**config.mk**
```make
export PLATFORM = sky130hd
export DESIGN_NAME = sbce_ctrl
export DESIGN_NICKNAME = d
export VERILOG_FILES = /design/src/rtl/core/sbce_pkg.sv /design/src/rtl/core/sbce_ctrl.sv
export SDC_FILE = /design/constraint.sdc
export NUM_CORES = 1
export LEC_CHECK = 0
export BUFFER_PORTS_ARGS = -buffer_cell sky130_fd_sc_hd__buf_2
export CAP_MARGIN = 10
export CORE_AREA = 2 2 39 41
export DETAILED_ROUTE_END_ITERATION = 8
export DIE_AREA = 0 0 41 43
export PLACE_DENSITY = 0.44
export SYNTH_ARGS = -nofsm -noshare
export SYNTH_HDL_FRONTEND = slang
export SYNTH_SLANG_ARGS = --single-unit
export TNS_END_PERCENT = 20
```
**constraint.sdc**
```tcl
create_clock -name clock -period 1.9 [get_ports clock]
set_input_delay 0.285 -clock clock [delete_from_list [all_inputs] [get_ports clock]]
set_output_delay 0.285 -clock clock [all_outputs]
set_load 0.02 [all_outputs]
```
**src/rtl/core/sbce_pkg.sv**
```systemverilog
// Shared types and constants for the serial boot command engine.
// No dependencies; imported by the controller, the datapath and the top level.
package sbce_pkg;

   typedef struct packed {
      logic       op;
      logic [7:0] rx_byte;
   } req_type;

   typedef struct packed {
      logic        tx_valid;
      logic [7:0]  tx_byte;
      logic        jump_valid;
      logic [31:0] jump_entry;
      logic        range_rejected;
      logic        rx_dropped;
      logic        halted;
   } rsp_type;

   // controller -> datapath
   typedef struct packed {
      logic clear_en;
      logic load_en;
      logic exec_en;
      logic erase_en;
   } cmd_type;

   // datapath -> controller
   typedef struct packed {
      logic clear_done;
      logic erase_req;
      logic erase_done;
   } sts_type;

   localparam logic       OP_RX = 1'b0;

   localparam logic [2:0] PH_HUNT  = 3'd0;
   localparam logic [2:0] PH_CMD   = 3'd1;
   localparam logic [2:0] PH_ADDR  = 3'd2;
   localparam logic [2:0] PH_LEN   = 3'd3;
   localparam logic [2:0] PH_WDATA = 3'd4;
   localparam logic [2:0] PH_RDATA = 3'd5;
   localparam logic [2:0] PH_JADDR = 3'd6;

   localparam logic [7:0] CODE_STORE = 8'h57;
   localparam logic [7:0] CODE_FETCH = 8'h47;
   localparam logic [7:0] CODE_GO    = 8'h4A;
   localparam logic [7:0] CODE_WIPE  = 8'h45;
   localparam logic [7:0] FILL_BYTE  = 8'hFF;

   localparam logic [1:0] REG_BASE     = 2'd0;
   localparam logic [1:0] REG_SIZE     = 2'd1;
   localparam logic [1:0] REG_ER_OFF   = 2'd2;
   localparam logic [1:0] REG_ER_LEN   = 2'd3;
   localparam int         CSR_IDX_W    = 8;

   localparam logic [3:0] BANNER_LEN = 4'd14;

   function automatic logic [7:0] banner_byte(input logic [3:0] idx);
      case (idx)
         4'd0:    banner_byte = 8'h4D;
         4'd1:    banner_byte = 8'h49;
         4'd2:    banner_byte = 8'h4C;
         4'd3:    banner_byte = 8'h49;
         4'd4:    banner_byte = 8'h2D;
         4'd5:    banner_byte = 8'h42;
         4'd6:    banner_byte = 8'h4F;
         4'd7:    banner_byte = 8'h4F;
         4'd8:    banner_byte = 8'h54;
         4'd9:    banner_byte = 8'h2D;
         4'd10:   banner_byte = 8'h76;
         4'd11:   banner_byte = 8'h31;
         4'd12:   banner_byte = 8'h0D;
         4'd13:   banner_byte = 8'h0A;
         default: banner_byte = 8'h00;
      endcase
   endfunction

   function automatic logic [7:0] magic_byte(input logic [1:0] idx);
      case (idx)
         2'd0:    magic_byte = 8'h42;
         2'd1:    magic_byte = 8'h4E;
         2'd2:    magic_byte = 8'h31;
         default: magic_byte = 8'h00;
      endcase
   endfunction

endpackage

```
**src/rtl/core/sbce_ctrl.sv**
```systemverilog
// Sequencer for the boot engine: clear pass, intake, execute, erase sweep, result hold.
// Depends on sbce_pkg for the command and status structs.
module sbce_ctrl (
   input  logic             clock,
   input  logic             reset,
   input  logic             req_valid,
   output logic             req_stall,
   output logic             rsp_valid,
   input  logic             rsp_stall,
   output sbce_pkg::cmd_type cmd,
   input  sbce_pkg::sts_type sts
);
   import sbce_pkg::*;

   localparam logic [2:0] ST_CLEAR = 3'd0;
   localparam logic [2:0] ST_IDLE  = 3'd1;
   localparam logic [2:0] ST_EXEC  = 3'd2;
   localparam logic [2:0] ST_ERASE = 3'd3;
   localparam logic [2:0] ST_OUT   = 3'd4;

   logic [2:0] state_ff, state_in;

   always_comb begin
      state_in = state_ff;
      case (state_ff)
         ST_CLEAR: if (sts.clear_done) state_in = ST_IDLE;
         ST_IDLE:  if (req_valid) state_in = ST_EXEC;
         ST_EXEC:  state_in = sts.erase_req ? ST_ERASE : ST_OUT;
         ST_ERASE: if (sts.erase_done) state_in = ST_OUT;
         ST_OUT:   if (!rsp_stall) state_in = ST_IDLE;
         default:  state_in = ST_IDLE;
      endcase
   end

   always_ff @(posedge clock) begin
      if (reset) state_ff <= ST_CLEAR;
      else       state_ff <= state_in;
   end

   assign req_stall    = (state_ff != ST_IDLE);
   assign rsp_valid    = (state_ff == ST_OUT);
   assign cmd.clear_en = (state_ff == ST_CLEAR);
   assign cmd.load_en  = (state_ff == ST_IDLE) && req_valid;
   assign cmd.exec_en  = (state_ff == ST_EXEC);
   assign cmd.erase_en = (state_ff == ST_ERASE);

   a_exec_next: assert property (@(posedge clock) disable iff (reset)
      cmd.exec_en |=> (state_ff == ST_ERASE || state_ff == ST_OUT))
      else $error("execute step not followed by erase or result");
   a_erase_end: assert property (@(posedge clock) disable iff (reset)
      (cmd.erase_en && sts.erase_done) |=> rsp_valid)
      else $error("erase end did not present a result");
   a_load_once: assert property (@(posedge clock) disable iff (reset)
      cmd.load_en |=> (req_stall && !cmd.load_en))
      else $error("intake open while an item is in flight");
endmodule

```
Word-level counts from Yosys, hierarchy flattened
Cells that the tools add are included.
- reduce and logical (&&, ||, !) cells: 3
- muxes and demuxes: 6
- equality and inequality tests: 9
- operators with widths (cell ; number):
    3-bit two-way mux ; 5
    3-bit one-hot mux with 5 select lines ; 1
    3-bit by 2-bit equality test with 1-bit output, second input constant ; 2
    2-bit by 1-bit inequality test with 1-bit output, second input constant ; 2
    2-bit inequality test, second input constant ; 2
    4-bit AND reduction ; 1
    3-bit by 1-bit equality test with 1-bit output, second input constant ; 1
    3-bit equality test, second input constant ; 1
    3-bit zero test ; 1
    3-bit by 1-bit inequality test with 1-bit output, second input constant ; 1
    1-bit logical AND ; 1
- input bits: 7
- logic and storage cells: 19
- bits in registers: 3
- output and inout bits: 6

Depth between registers and ports, before layout
Gate-level depths: netlist (run 1).
- word-level depth: 3
- mapped depth: 5

Least setup slack after synthesis (run 1)
OpenSTA, ideal clock, no wires.
- kind: flip-flop to flip-flop
- start: register state_ff[0]
- end: register state_ff[0]
- data required time: 1.778 ns
- arrival: 1.504 ns
- cell stages (with the launch flop): 6
- setup slack: 0.274 ns
- buffers on the path: 1
- clock period less this slack: 1.626 ns
- cell sequence: dfxtp_1 -> buf_6 -> nor3b_1 -> a22o_1 -> or4_1 -> a21oi_1
- word-level cells in the longest chain between the ends: 3
- elaborated cells on any way between the ends: 11
- ends and longest elaborated chain (element ; RTL line ; text):
    start, declared ; sbce_ctrl.sv:21 ; logic [2:0] state_ff, state_in;
    start signal, assigned ; sbce_ctrl.sv:37 ; else state_ff <= state_in;
    3-bit equality test * ; - ;
    named net rsp_valid ; sbce_ctrl.sv:8 ; output logic rsp_valid,
    2-bit inequality test (no line) ; - ;
    4-bit AND reduction (no line) ; - ;
Mark *: on every way through the listed nets, which the timed path passes. The rest lies on a longest branch.
A chain may end at the register's enable or synchronous reset.

==> metrics.cfg, run 1 <==
[run_status]
outcome=finished clean

[route]
viasPerCell=4.35
firstDrtPassIters=2
drt_iter0_markers=3
drtAntennaViolNets=0
vias=270
route.detailed.wl_per_inst_um=8.37
drc=0
routed_wl_um=519

[timing]
slew_violations=0
finalCriticalPeriod_ps=1740
finClkSkew_ps=0.945
setup_viol=0
slew_headroom=0.775
grt_setup_unrepaired=no
post-route-period-util=0.916
tightest_slew_ps=336
tns_ps=0
max_freq_mhz=574
hold_viol=0
hold_ws_ps=256

[layout]
multiInputGateArea_um2=160
fillers=164
regMostFlops=state_ff
top_regs=state_ff x3
diodes=0
ff_latch_area_um2=60.1
stdcell_area_um2=330
nets=54
drive_above_1_share=0.326
largest_reg_flops=3
syn2layout_area_growth_pct=37.5
post-route-util=0.239

[pwr]
pwr-share-comb=0.511
vdd_drop_max_mv=0.332
power_density_mw_per_mm2=1490
seqPwrFrac=0.268
power.leakage_nw=0.149
sw_frac_of_total=0.442
clockPowerShare=0.221
p_int_mw=0.275
power.total_mw=0.492
p_switching_mw=0.218

[logic_synthesis]
ys_async_sr_fraction=0
synth_edf_count=0
synth_cell_types=20
avgSynthCellArea_um2=7.51
yosys-top-cells-count=3 x a21oi_1, 3 x dfxtp_1, 3 x nand2_1, 3 x nor2_1, 3 x nor3b_1
ys.flop_type=dfxtp_1
synth_top_area_cell=dfxtp_1
synth_seq_cells=3
ys_warn_count=0
synth_cells=32
synthDominantCellAreaShare=0.250
ys_seq_area_frac=0.250
netlist_top_cells_area=dfxtp_1 25%, nor3b_1 9.4%, a21oi_1 6.3%
postSynthNetCount=39
synth_area_um2=240

[floorplan]
dieWidth_um=41
start_util=0.174
fp-row-count=14
core-area_mm2=0.00138
die_area_mm2=0.00176
ioPinCount=13
die_height_um=43

[critical_path]
cp-end-kind=output pin
crit_type=register to output pin
cp_top_family=simple AND/OR/NAND/NOR gates
worstPathRequired_ps=1620
critPathSlowestCell=dfxtp_1
cp.arrival_ps=1460
cp_num_buf_inv=1
max_stage_delay_ps=460
crit_chain=nor2b_1, or2b_1, nor2_1, buf_2
start_kind=register
cp_max_fo=9

[clocking]
clock_path_buffers=2
cts_resized=0
clkSinkCount=3
postCtsSetupRepairBufs=0
htree_num_levels=1
tritoncts=built
clkLatencyLatePin_ps=230
ctsHoldBuffers=0
cts_root_buf=clkbuf_4
path_clk_slew_ps=40
cts_made_buffers=3

[global_routing]
grt_antenna_before_repair=0
grt_overflow_total=0
grt_pass1_vias=227
grt_max_degree=13
grt_first_pass_wirelength_um=876
grt_usage=0.0742

[place]
hpwl_um=440
postPlaceCellArea_um2=304
port_buffers=12
gp_congestion=0.684

[worst_hold_path]
hold_class=input pin to register

[run]
drv_cap=0

## layer usage
| metal | GRT usage | up-vias | wire (µm) |
|---|---|---|---|
| li1 | - | 143 | - |
| met2 | 0.125 | 6 | 279 |
| met3 | 0.0419 | 0 | 42 |
| met1 | 0.0641 | 121 | 197 |
| met5 | 0 | - | 0 |
| met4 | 0.0400 | 0 | 0 |
## per-stage QoR
step           setup slack [ps]  cells
5_1_grt                    4.15     62
2_1_floorplan               274     32
6_report                    159     62
3_5_place_dp                292     58
3_3_place_gp                304     58
4_1_cts                     136     62
## placed cells by master (no fill, tap or decap)
cell type and n:
buf_2 12, nor3b_1 3, nor2_1 3, a21oi_1 3, nand2_1 3, clkbuf_4 3, dfxtp_1 3, nor2b_1 2
nand3b_1 2, and2_1 1, or2b_1 1, nor3_1 1, inv_1 1, or3_1 1, a22o_1 1, mux2i_1 1
o31ai_1 1, or3b_1 1, o21ai_0 1, or4_1 1, clkbuf_1 1
## worst register-to-register path, delay by kind of cell, from the launching register on
kind / cells / cell delay (ps)
AOI/OAI and AO/OA: 2 / 430
and+or+nand+nor: 2 / 610
DFF: 1 / 500
## power groups by stage
| stage | registers (mW) | logic [mW] | clock network [mW] |
|---|---|---|---|
| floorplan | 0.0961 | 0.245 | 0 |
| global placement | 0.135 | 0.256 | 0 |
| detailed placement | 0.137 | 0.255 | 0 |
| CTS | 0.134 | 0.255 | 0.115 |
| global route | 0.142 | 0.281 | 0.124 |
| finish | 0.132 | 0.252 | 0.109 |
## kinds of logic after synthesis
family,Yosys count,synth area share
and+or+nand+nor,19,0.474
AOI/OAI and AO/OA,6,0.151
DFF,3,0.250
buffers and inverters,3,0.0833
muxes,1,0.0417
## final timing paths
kind	startpoint	end	slack (ps)	cells after the start
setup / recovery	state_ff[0]	cmd[2]	160	4
hold / removal	reset	state_ff[2]	260	2
setup reg to reg	state_ff[1]	state_ff[0]	300	4
hold reg to reg	state_ff[0]	state_ff[0]	610	2
## final cells by class
type | instances | share of cell area
inverter | 1 | 0.0114
sequential | 3 | 0.182
tap | 16 | 0.0606
multi-input combinational | 26 | 0.485
clock buffer | 4 | 0.0795
timing repair buffer | 12 | 0.182
No activity file was read; power rests on OpenSTA's default activity.
==> inputs of run 2 (changes only) <==
- ABC_AREA: default -> 1
- PLACE_DENSITY: 0.44 -> 0.45
==> metrics.cfg, run 2 <==
[logic_synthesis]
synth_top_area_cell=dfxtp_1
ys_warn_count=0
synth_area_um2=255
ys.flop_type=dfxtp_1
synth_edf_count=0
yosys.cell_count.top_type=nand2_1
synth_seq_cells=3
ys_async_sr_fraction=0
yosys-top-cells-count=12 x nand2_1, 10 x nor2_1, 5 x inv_1, 4 x nand3_1
postSynthNetCount=53
avgSynthCellArea_um2=5.55
synthDominantCellAreaShare=0.235
synth_cells=46
netlist_top_cells_area=dfxtp_1 24%, nand2_1 18%, nor2_1 15%
ys_seq_area_frac=0.235
synth_cell_types=13

[floorplan]
core-area_mm2=0.00138
start_util=0.184
die_height_um=43
dieWidth_um=41
fp-row-count=14
die_area_mm2=0.00176
ioPinCount=13

[global_routing]
grt_pass1_vias=238
grt_max_degree=9
grt_usage=0.0802
grt_first_pass_wirelength_um=938
grt_overflow_total=0
grt_antenna_before_repair=0

[clocking]
cts_root_buf=clkbuf_4
cts_made_buffers=3
tritoncts=built
ctsHoldBuffers=0
clkLatencyLatePin_ps=230
postCtsSetupRepairBufs=0
htree_num_levels=1
clock_path_buffers=2
clkSinkCount=3
path_clk_slew_ps=30
cts_resized=0

[run_status]
outcome=finished clean

[place]
hpwl_um=467
postPlaceCellArea_um2=317
port_buffers=12
gp_congestion=0.687

[timing]
max_freq_mhz=662
grt_setup_unrepaired=no
finClkSkew_ps=1.09
slew_headroom=0.814
tns_ps=0
finalCriticalPeriod_ps=1510
setup_viol=0
hold_viol=0
post-route-period-util=0.795
tightest_slew_ps=278
slew_violations=0

[route]
drc=0
drtAntennaViolNets=0
routed_wl_um=578
drt_iter0_markers=9
viasPerCell=3.84
route.detailed.wl_per_inst_um=7.61
firstDrtPassIters=2
vias=292

[layout]
post-route-util=0.248
diodes=0
syn2layout_area_growth_pct=34.3
largest_reg_flops=3
nets=68
final_cell_mix=12 x nand2_1, 12 x buf_2, 10 x nor2_1, 5 x inv_1, 4 x nand3_1
stdcell_area_um2=343
regMostFlops=state_ff
drive_above_1_share=0.350
top_regs=state_ff x3

[pwr]
vdd_drop_max_mv=0.578
power.leakage_nw=0.204
power_density_mw_per_mm2=1860
power.total_mw=0.637

[critical_path]
r2r_start=state_ff[1]
timing.critical_path.to=cmd[2]
reg2reg_to=state_ff[1]
start_kind=register
startpoint=state_ff[0]
worstPathRequired_ps=1620
rr_worst_depth=7
cp-end-kind=output pin
crit_type=register to output pin
cp_max_fo=8
cp.arrival_ps=1230
rrSetupSlack_ps=740

[worst_hold_path]
hold_class=input pin to register

[run]
drv_cap=0

## run 2: where the power goes
part	switching (mW)	total (mW)	internal, mW
registers	0.0591	0.152	0.0929
logic	0.240	0.374	0.134
clock network	0.0316	0.110	0.0786
## run 2: worst max-delay path: stages, from the launching register on
cell     delay (ps)
dfxtp_1         460
nand2_1         110
nor2_1          130
inv_1            70
nor2_1           80
buf_2           160
## run 2: how the worst min path moves through the flow
| stage | slack [ps] | cells after the start | start | to |
|---|---|---|---|---|
| final | 310 | 4 | reset | state_ff[2] |
| after detailed placement | 550 | 4 | reset | state_ff[2] |
| after floorplan | 450 | 3 | reset | state_ff[0] |
| after CTS | 300 | 4 | reset | state_ff[2] |
| after global placement | 550 | 4 | reset | state_ff[0] |
| after global routing | 340 | 4 | reset | state_ff[0] |
## run 2: cells by family after synthesis
group / count (synthesis) / synth area share
AOI/OAI and AO/OA: 1 / 0.0196
buffers and inverters: 10 / 0.191
DFF: 3 / 0.235
and+or+nand+nor: 32 / 0.554
## run 2: layout make-up
| type | count | area, µm² |
|---|---|---|
| Inverter | 8 | 30.0 |
| Sequential cell | 3 | 60.1 |
| Clock buffer | 4 | 26.3 |
| Fill cell | 167 | 1040 |
| Multi-Input combinational cell | 33 | 146 |
| Tap cell | 16 | 20.0 |
| Timing Repair Buffer | 12 | 60.1 |
## run 2: metrics by stage
| step | hold slack, ps | std cells | setup WS, ps |
|---|---|---|---|
| final | 310 | 76 | 389 |
| after global routing | 340 | 76 | 314 |
| after CTS | 304 | 76 | 373 |
| after detailed placement | 550 | 72 | 635 |
| after global placement | 549 | 72 | 651 |
| after floorplan | 452 | 46 | 547 |
## run 2: routing by layer
layer,vias up,global-route usage,share of wire
li1,167,-,-
met1,114,0.119,0.50
met3,0,0.0314,0.092
met5,-,0,0
met2,11,0.0875,0.40
met4,0,0.0600,0
==> inputs of run 3 (changes only) <==
- PLACE_DENSITY: 0.45 -> 0.47
- clock period: 1.9 -> 1.35 ns (I/O delays scaled with it)
==> metrics.cfg, run 3 (synthesis gave the netlist of run 2 again) <==
[place]
gp_congestion=0.688
hpwl_um=428
pre_cts_slack_ps=115
port_buffers=12

[critical_path]
critPathSlowestCell=dfxtp_4
cp-end-kind=output pin
rr_worst_depth=8
r2r_start=state_ff[2]
worstPathRequired_ps=1150
rrSetupSlack_ps=250
reg2reg_to=state_ff[2]
crit_type=register to output pin
max_stage_delay_ps=390
cp.arrival_ps=1090
crit_chain=nand2_2, nor2_2, inv_1, nor2_1, buf_4
cp_max_fo=8
start_kind=register

[global_routing]
grt_pass1_vias=264
grt_usage=0.0873
grt_overflow_total=0
grtUsageMet2=0.119
grt_antenna_before_repair=0
use_met1=0.0994
grt_first_pass_wirelength_um=1000
use_met3=0.0314
grt_max_degree=9
busiest_layer=met2

[layout]
diodes=0
top_regs=state_ff x3
regMostFlops=state_ff
drive_above_1_share=0.475
nets=69
largest_reg_flops=3
syn2layout_area_growth_pct=48.5
final_cell_mix=11 x nand2_1, 11 x buf_2, 9 x nor2_1, 5 x inv_1, 4 x nand3_1

[route]
viasPerCell=3.97
vias=306
drc=0
drtAntennaViolNets=0
routed_wl_um=600
drt_iter0_markers=1
firstDrtPassIters=2
route.detailed.wl_per_inst_um=7.79

[clocking]
tritoncts=built
clock_path_buffers=2
cts_made_buffers=3
cts_root_buf=clkbuf_4
path_clk_slew_ps=40
htree_num_levels=1
clkSinkCount=3
ctsHoldBuffers=0
clkLatencyLatePin_ps=230

[worst_hold_path]
hold_class=input pin to register
hp-start=reset
holdPathStages=4
min_to=state_ff[1]

[floorplan]
fp-row-count=14
start_util=0.184
die_height_um=43
dieWidth_um=41
ioPinCount=13
core-area_mm2=0.00138
die_area_mm2=0.00176

[run]
drv_cap=0

[timing]
tightest_slew_ps=180
slew_violations=0
setup_viol=0
finClkSkew_ps=0.330
max_freq_mhz=776
grt_setup_unrepaired=yes
post-route-period-util=0.955
slew_headroom=0.880
finalCriticalPeriod_ps=1290
setup_ws_ps=61.3
tns_ps=0
hold_viol=0

[run_status]
outcome=finished clean

[pwr]
power_density_mw_per_mm2=2600
vdd_drop_max_mv=0.540
power.leakage_nw=0.215

## run 3: cell count changes in the layout (fill, tap and decap cells not counted)
cell,change
inv_2,-1
dfxtp_1,-3
nor3_2,+2
nor2_2,+1
nor3_1,-2
inv_4,+1
dfxtp_4,+2
dfxtp_2,+1
nor2_1,-1
nand2_1,-1
buf_4,+2
nand2_2,+1
buf_2,-1
## run 3: cell type report
cell class	count	area, µm²
Clock buffer	4	26.3
Fill cell	159	1000
Inverter	8	32.5
Multi-Input combinational cell	33	161
Sequential cell	3	68.8
Tap cell	16	20.0
Timing Repair Buffer	13	70.1
## run 3: worst max path at each step
stage | startpoint | endpoint | slack, ps | depth (start not counted)
2_1_floorplan | state_ff[2] | cmd[2] | 110 | 5
3_3_place_gp | state_ff[0] | cmd[2] | 110 | 5
3_5_place_dp | state_ff[0] | cmd[2] | 110 | 5
4_1_cts | state_ff[0] | cmd[2] | 8 | 5
5_1_grt | state_ff[0] | cmd[2] | -30 | 5
6_report | state_ff[0] | cmd[2] | 60 | 5
## run 3: critical path, delay by kind of cell (launching register included)
family                 cells  cell delay (ps)
flip-flops                 1              390
AND/OR/NAND/NOR            3              260
buffers and inverters      2              190
## run 3: repair_timing
item,CTS,global route
pin swaps,1,0
setup endpoints to repair,2,5
setup buffers,1,0
gates resized for setup,6,4
## run 3: stage by stage
step            util  std cells  hold slack [ps]  power [mW]  area [µm²]
2_1_floorplan      -         46              370       0.665         260
3_3_place_gp   0.232         72              474       0.761         322
3_5_place_dp   0.232         72              471       0.753         322
4_1_cts        0.266         77              216       0.967         368
5_1_grt        0.274         77              233        1.09         379
6_report       0.274         77              220       0.986         379
## run 3: power by group
part	internal [mW]	switching (mW)	leakage [nW]	total (mW)
Clock	0.111	0.0467	0.0150	0.157
Combinational	0.228	0.363	0.173	0.590
Sequential	0.150	0.0880	0.0264	0.238
Total	0.489	0.498	0.215	0.986
## run 3: layer usage
| layer | part of all wire | wire, µm |
|---|---|---|
| met1 | 0.43 | 256 |
| met5 | 0 | 0 |
| met3 | 0.053 | 32 |
| met4 | 0 | 0 |
| met2 | 0.52 | 310 |
